**config.mk**
```make
export PLATFORM = sky130hd
export DESIGN_NAME = sxc_interp
export DESIGN_NICKNAME = d
export VERILOG_FILES = /design/src/rtl/sxc_pkg.sv /design/src/rtl/sxc_interp.sv
export SDC_FILE = /design/constraint.sdc
export NUM_CORES = 2
export LEC_CHECK = 0
export ABC_AREA = 1
export BUFFER_PORTS_ARGS = -buffer_cell sky130_fd_sc_hd__buf_2
export CAP_MARGIN = 10
export CORE_UTILIZATION = 57
export CTS_CLUSTER_DIAMETER = 100
export DETAILED_ROUTE_END_ITERATION = 6
export GPL_TIMING_DRIVEN = 1
export PLACE_DENSITY = 0.78
export SLEW_MARGIN = 20
export SYNTH_ARGS = -nofsm -noshare
export SYNTH_HDL_FRONTEND = slang
export SYNTH_SLANG_ARGS = --single-unit
export TNS_END_PERCENT = 50
```
**constraint.sdc**
```tcl
create_clock -name clk -period 5.13 [get_ports clk]
set_input_delay 0.513 -clock clk [delete_from_list [all_inputs] [get_ports clk]]
set_output_delay 0.513 -clock clk [all_outputs]
set_load 0.005 [all_outputs]
```
**src/rtl/sxc_pkg.sv**
```systemverilog
// sxc_pkg: widths, operand struct and x clamp helper for the segment x clipper.
// Used by sxc_interp and segment_x_clip; depends on nothing.
package sxc_pkg;

	localparam int COORD_W = 16;            // signed coordinate width
	localparam int X_W     = 15;            // clipped x / screen width
	localparam int DIFF_W  = COORD_W + 1;   // difference of two coordinates
	localparam int MAG_W   = COORD_W;       // magnitude of any operand
	localparam int PROD_W  = 2 * MAG_W;     // |dy| * |num|
	localparam int QUO_W   = COORD_W + 1;   // quotient bits kept before saturation

	localparam logic [X_W-1:0] WIDTH_RESET = X_W'(1280);

	// One interpolation request: result = base + trunc(dy * num / den)
	typedef struct packed {
		logic                     act;   // move this endpoint (den is nonzero)
		logic signed [COORD_W-1:0] base;
		logic signed [COORD_W-1:0] keep;  // y when no move is made
		logic signed [DIFF_W-1:0]  dy;
		logic signed [DIFF_W-1:0]  num;
		logic signed [DIFF_W-1:0]  den;
	} interp_op_t;

	// Clamp a signed x into 0..w
	function automatic logic [X_W-1:0] clamp_x(input logic signed [COORD_W-1:0] x,
		input logic [X_W-1:0] w);
		logic [X_W-1:0] r;
		if (x[COORD_W-1]) begin
			r = '0;
		end else if (x[X_W-1:0] > w) begin
			r = w;
		end else begin
			r = x[X_W-1:0];
		end
		return r;
	endfunction

	// x lies within 0..w
	function automatic logic x_inside(input logic signed [COORD_W-1:0] x,
		input logic [X_W-1:0] w);
		return !x[COORD_W-1] && (x[X_W-1:0] <= w);
	endfunction

endpackage

```
**src/rtl/sxc_interp.sv**
```systemverilog
// sxc_interp: pipelined y interpolation, base + trunc(dy*num/den), saturated to 16 bits.
// Restoring divider, one quotient bit per stage; depends on sxc_pkg.
module sxc_interp #(
	parameter int SB_W = 8
) (
	input  logic                              clk,
	input  logic                              arst_n,
	input  logic                              en,
	input  logic                              in_valid,
	input  sxc_pkg::interp_op_t               in_op,
	input  logic [SB_W-1:0]                   in_sb,
	output logic                              out_valid,
	output logic signed [sxc_pkg::COORD_W-1:0] out_y,
	output logic [SB_W-1:0]                   out_sb
);

	localparam int CW    = sxc_pkg::COORD_W;
	localparam int MW    = sxc_pkg::MAG_W;
	localparam int PW    = sxc_pkg::PROD_W;
	localparam int QW    = sxc_pkg::QUO_W;
	localparam int DEPTH = QW + 4;   // magnitude, multiply, setup, QW steps, saturate

	typedef struct packed {
		logic                 neg;
		logic                 act;
		logic signed [CW-1:0] base;
		logic signed [CW-1:0] keep;
		logic [MW-1:0]        am;
		logic [MW-1:0]        bm;
		logic [MW-1:0]        dm;
	} mag_st_t;

	typedef struct packed {
		logic                 neg;
		logic                 act;
		logic signed [CW-1:0] base;
		logic signed [CW-1:0] keep;
		logic [PW-1:0]        prod;
		logic [MW-1:0]        dm;
	} mul_st_t;

	typedef struct packed {
		logic                 neg;
		logic                 act;
		logic                 ovf;
		logic signed [CW-1:0] base;
		logic signed [CW-1:0] keep;
		logic [MW-1:0]        den;
		logic [MW-1:0]        rem;
		logic [QW-1:0]        dvd;
		logic [QW-1:0]        quo;
	} div_st_t;

	function automatic logic [MW-1:0] mag(input logic signed [MW:0] v);
		logic [MW:0] t;
		t = v[MW] ? (~v + 1'b1) : v;
		return t[MW-1:0];
	endfunction

	// one restoring step: shift in a dividend bit, subtract when it fits
	function automatic div_st_t div_step(input div_st_t d);
		logic [MW:0] r;
		logic [MW:0] diff;
		logic        qb;
		div_st_t     n;
		n    = d;
		r    = {d.rem, d.dvd[QW-1]};
		diff = r - {1'b0, d.den};
		qb   = (r >= {1'b0, d.den});
		n.rem = qb ? diff[MW-1:0] : r[MW-1:0];
		n.dvd = {d.dvd[QW-2:0], 1'b0};
		n.quo = {d.quo[QW-2:0], qb};
		return n;
	endfunction

	logic [DEPTH-1:0] vld_s;
	logic [SB_W-1:0]  sb_s [DEPTH];
	mag_st_t          mag_s1;
	mul_st_t          mul_s2;
	div_st_t          div_s [QW+1];
	logic signed [CW-1:0] y_sf;

	// valid bits travel with the data
	always_ff @(posedge clk or negedge arst_n) begin
		if (!arst_n) begin
			vld_s <= '0;
		end else if (en) begin
			vld_s <= {vld_s[DEPTH-2:0], in_valid};
		end
	end

	// sideband shift line
	always_ff @(posedge clk) begin
		if (en) begin
			sb_s[0] <= in_sb;
			for (int i = 1; i < DEPTH; i++) begin
				sb_s[i] <= sb_s[i-1];
			end
		end
	end

	// stage 1: operand magnitudes and result sign
	always_ff @(posedge clk) begin
		if (en) begin
			mag_s1.neg  <= in_op.dy[MW] ^ in_op.num[MW] ^ in_op.den[MW];
			mag_s1.act  <= in_op.act;
			mag_s1.base <= in_op.base;
			mag_s1.keep <= in_op.keep;
			mag_s1.am   <= mag(in_op.dy);
			mag_s1.bm   <= mag(in_op.num);
			mag_s1.dm   <= mag(in_op.den);
		end
	end

	// stage 2: product of magnitudes
	always_ff @(posedge clk) begin
		if (en) begin
			mul_s2.neg  <= mag_s1.neg;
			mul_s2.act  <= mag_s1.act;
			mul_s2.base <= mag_s1.base;
			mul_s2.keep <= mag_s1.keep;
			mul_s2.prod <= mag_s1.am * mag_s1.bm;
			mul_s2.dm   <= mag_s1.dm;
		end
	end

	// stage 3: divider setup; a quotient of 2^QW or more saturates anyway
	always_ff @(posedge clk) begin
		if (en) begin
			div_s[0].neg  <= mul_s2.neg;
			div_s[0].act  <= mul_s2.act;
			div_s[0].ovf  <= {1'b0, mul_s2.prod[PW-1:QW]} >= mul_s2.dm;
			div_s[0].base <= mul_s2.base;
			div_s[0].keep <= mul_s2.keep;
			div_s[0].den  <= mul_s2.dm;
			div_s[0].rem  <= {1'b0, mul_s2.prod[PW-1:QW]};
			div_s[0].dvd  <= mul_s2.prod[QW-1:0];
			div_s[0].quo  <= '0;
		end
	end

	// divider stages, MSB first
	for (genvar k = 0; k < QW; k++) begin : g_div
		always_ff @(posedge clk) begin
			if (en) begin
				div_s[k+1] <= div_step(div_s[k]);
			end
		end
	end

	// final stage: apply sign, add base, saturate; pass keep when act is low
	logic signed [CW+2:0] q_ext;
	logic signed [CW+2:0] sum;
	logic signed [CW-1:0] y_next;
	localparam logic signed [CW-1:0] Y_MAX = {1'b0, {(CW-1){1'b1}}};
	localparam logic signed [CW-1:0] Y_MIN = {1'b1, {(CW-1){1'b0}}};

	always_comb begin
		q_ext = div_s[QW].neg ? -$signed({2'b00, div_s[QW].quo})
			: $signed({2'b00, div_s[QW].quo});
		sum   = $signed({{3{div_s[QW].base[CW-1]}}, div_s[QW].base}) + q_ext;
		if (!div_s[QW].act) begin
			y_next = div_s[QW].keep;
		end else if (div_s[QW].ovf) begin
			y_next = div_s[QW].neg ? Y_MIN : Y_MAX;
		end else if (sum > $signed({3'b000, Y_MAX})) begin
			y_next = Y_MAX;
		end else if (sum < $signed({3'b111, Y_MIN})) begin
			y_next = Y_MIN;
		end else begin
			y_next = sum[CW-1:0];
		end
	end

	always_ff @(posedge clk) begin
		if (en) begin
			y_sf <= y_next;
		end
	end

	assign out_valid = vld_s[DEPTH-1];
	assign out_sb    = sb_s[DEPTH-1];
	assign out_y     = y_sf;

endmodule

```
==> results.toml <==
[run_status]
violations = "negative setup slack"
status = "finished with violations"

[clock_tree]
numCtsBuffers = 182
clock_path_buffers = 3
clk_pin_slew_ns = 0.06
cts_tree = "built"
root_buffer = "clkbuf_16"
h-tree-depth = 4
clock-sinks = 1848
insertion_delay_ns = 0.80

[final_layout]
instances_no_fill = 9040
area_growth_pct = 13.87
diodes = 0
fillCellCount = 10439
drive_gt1_frac = 0.1217
final_util = 0.6561
nNetsFinal = 7691

[sta]
layout_min_cycle_time_ns = 5.579
fmax_ghz = 0.1792
post-route-period-util = 1.088
rsz0062_at_grt = "true"
hold_viol = 0
worst_slew_pin_slew_ns = 1.090
whs_ns = 0.06039
maxSlewHeadroom = 0.2734
setup_tns_ns = -6.399
fin_skew_ns = 0.04133
layout_setup_ws_ns = -0.4491
setup_viol = 20
drv_slew = 0

[synth]
synth_seq_cells = 1848
yosys_warnings = 0
async_flop_share = 0.01136
synth_top_area_share = 0.6510
synth_edf_count = 1827
dominantRegCellSynth = "edfxtp_1"
synth.most_common_cell = "edfxtp_1"
yosys-top-cells-area = "edfxtp_1 65%, ha_1 6.1%, nand2_1 5.7%"
syn-cell-area_mm2 = 0.08428
synth_cells = 6527
synthDistinctLibCells = 59
seq_area_frac_synth = 0.6572
syn-num-nets = 7247
synth_common_cells = "1827 x edfxtp_1, 1283 x nand2_1, 945 x inv_1"
syn_area_per_cell_um2 = 12.91
synth_top_area_cell = "edfxtp_1"

[worst_setup_path]
crit_top_cell = "fa_1"
cp_max_fo = 6
ff2ff_path_depth = 24
cp.required_ns = 5.65
worst-path-buf-inv = 6
worst_path_largest_cell_delay_ns = 0.54
r2r_start = "mag_s1[37]"
ff2ff_setup_slack_ns = -0.45
end_kind = "register"
start_kind = "register"
crit_chain = "buf_6, nand2_2, inv_2, fa_1, inv_1, fa_1, fa_2, fa_1, inv_2, fa_1, inv_1, fa_1, inv_2, ha_4, a21o_1, nor2_2, nand2_2, nand2_2, nand3_4, nand2_2, nand3_2, nand2_1, nand2_1, xor2_1"
worst_path_dominant_cell_family = "adder cells"
crit_type = "reg -> reg"
crit_slowest_cell = "fa_1"
cp.arrival_ns = 6.10
timing.rr.end = "mul_s2[42]"

[run]
cap_violations = 0

[worst_hold_path]
hp-start = "in_op[24]"
whs_path_depth = 2
hp-class = "in -> reg"
hold_end = "mag_s1[23]"

[drt]
ant_nets = 0
vias_per_cell = 5.292
wirelength_um = 163300
vias = 47839
drc = 0
firstDrtPassIters = 6
drt_iter0_markers = 3149
wire_per_inst_um = 18.06

[floorplanning]
ios = 121
core_area_mm2 = 0.1463
rows = 140
die_x_um = 386.5
start_util = 0.5762
dieArea_mm2 = 0.1494
die-height_um = 386.5

[placed_design]
place_congestion = 0.9399
placed_cells = 8617
io_buffers = 120
dp_hpwl_um = 114400

[grt]
grt_overflow_total = 0
track_usage = 0.2211
grt_pass1_wl_um = 260500
grt_max_degree = 148
antenna_found_initial = 3
grt_pass1_vias = 49049
cells by family after synthesis:
group                    after synthesis  synth area share
XOR/XNOR                             307           0.03190
AO/OA/AOI/OAI                        653           0.04691
buffers and inverters               1079           0.05042
multiplexers                           1         0.0001336
flip-flops                          1848            0.6572
adder cells (fa/ha/maj)              624            0.1114
AND/OR/NAND/NOR                     2015            0.1020
state kept, by name, summed over array words and instances, names as in the netlist:
| signal | count |
|---|---|
| mag_s1 | 82 |
| out_y | 16 |
| sb_s | 168 |
| mul_s2 | 82 |
| div_s | 1479 |
| vld_s | 21 |
routing by layer:
metal  track usage  wire length (µm)  vias to the layer above
li1              -                 -                    23238
met1        0.2825             69100                    23269
met2        0.3903             83390                     1036
met3       0.03127              6322                      292
met4       0.06824              4451                        4
met5             0                27                        -
stage by stage:
step                cell area [µm²]  setup slack [ns]
detailed placement            88310           -0.5322
global route                  95960           -0.6340
CTS                           95560           -0.3916
finish                        95960           -0.4491
global placement              88310           -0.4800
floorplan                     84800           -0.2120
placed cells by master, fill, tap and decap left out, drive strengths merged, types with 14 or more instances in the layout:
| master | synthesis | routed |
|---|---|---|
| edfxtp | 1827 | 1827 |
| nand2 | 1335 | 1335 |
| inv | 947 | 959 |
| ha | 413 | 413 |
| buf | 47 | 336 |
| a21oi | 302 | 302 |
| nand3 | 283 | 283 |
| nor2 | 254 | 254 |
| xor2 | 216 | 216 |
| fa | 211 | 211 |
| clkbuf | 84 | 203 |
| o21ai | 166 | 166 |
| xnor2 | 91 | 91 |
| clkinv | 0 | 76 |
| dlygate4sd3 | 1 | 56 |
| nor3 | 52 | 52 |
| nand4 | 44 | 44 |
| a21o | 28 | 28 |
| o2111ai | 28 | 28 |
| bufinv | 0 | 28 |
| o21bai | 27 | 27 |
| nor4 | 23 | 23 |
| a21boi | 22 | 22 |
| dfrtp | 21 | 21 |
| o21a | 18 | 18 |
| clkinvlp | 0 | 17 |
| o211ai | 17 | 17 |
| o31ai | 15 | 15 |
| nand3b | 14 | 14 |
cell type report:
class,instances,area (µm²),share of cell area
flip-flops and latches,1848,55390,0.5772
multi-input cells,3600,25290,0.2635
clock buffers,203,4633,0.04828
inverters,947,3560,0.03709
repair buffers,392,3047,0.03175
well taps,1917,2399,0.02499
clock inverters,133,1648,0.01717
worst max path at each step:
stage	depth (start not counted)	end	from
final	24	mul_s2[42]	mag_s1[37]
after CTS	24	mul_s2[42]	mag_s1[21]
after floorplan	25	mul_s2[42]	mag_s1[20]
after detailed placement	23	mul_s2[42]	mag_s1[40]
after global placement	25	mul_s2[42]	mag_s1[21]
after global routing	25	mul_s2[42]	mag_s1[21]
timing repair:
action | CTS | global route
hold buffers | 56 | 0
endpoints found under the hold margin | 76 | 0
endpoints found under the setup margin | 21 | 24
gates resized for setup | 61 | 91
pin swaps | 48 | 48
setup buffers | 22 | 11
Power is not shown: default switching activity piles up to over one toggle a cycle in this logic, so the estimate is an artifact.
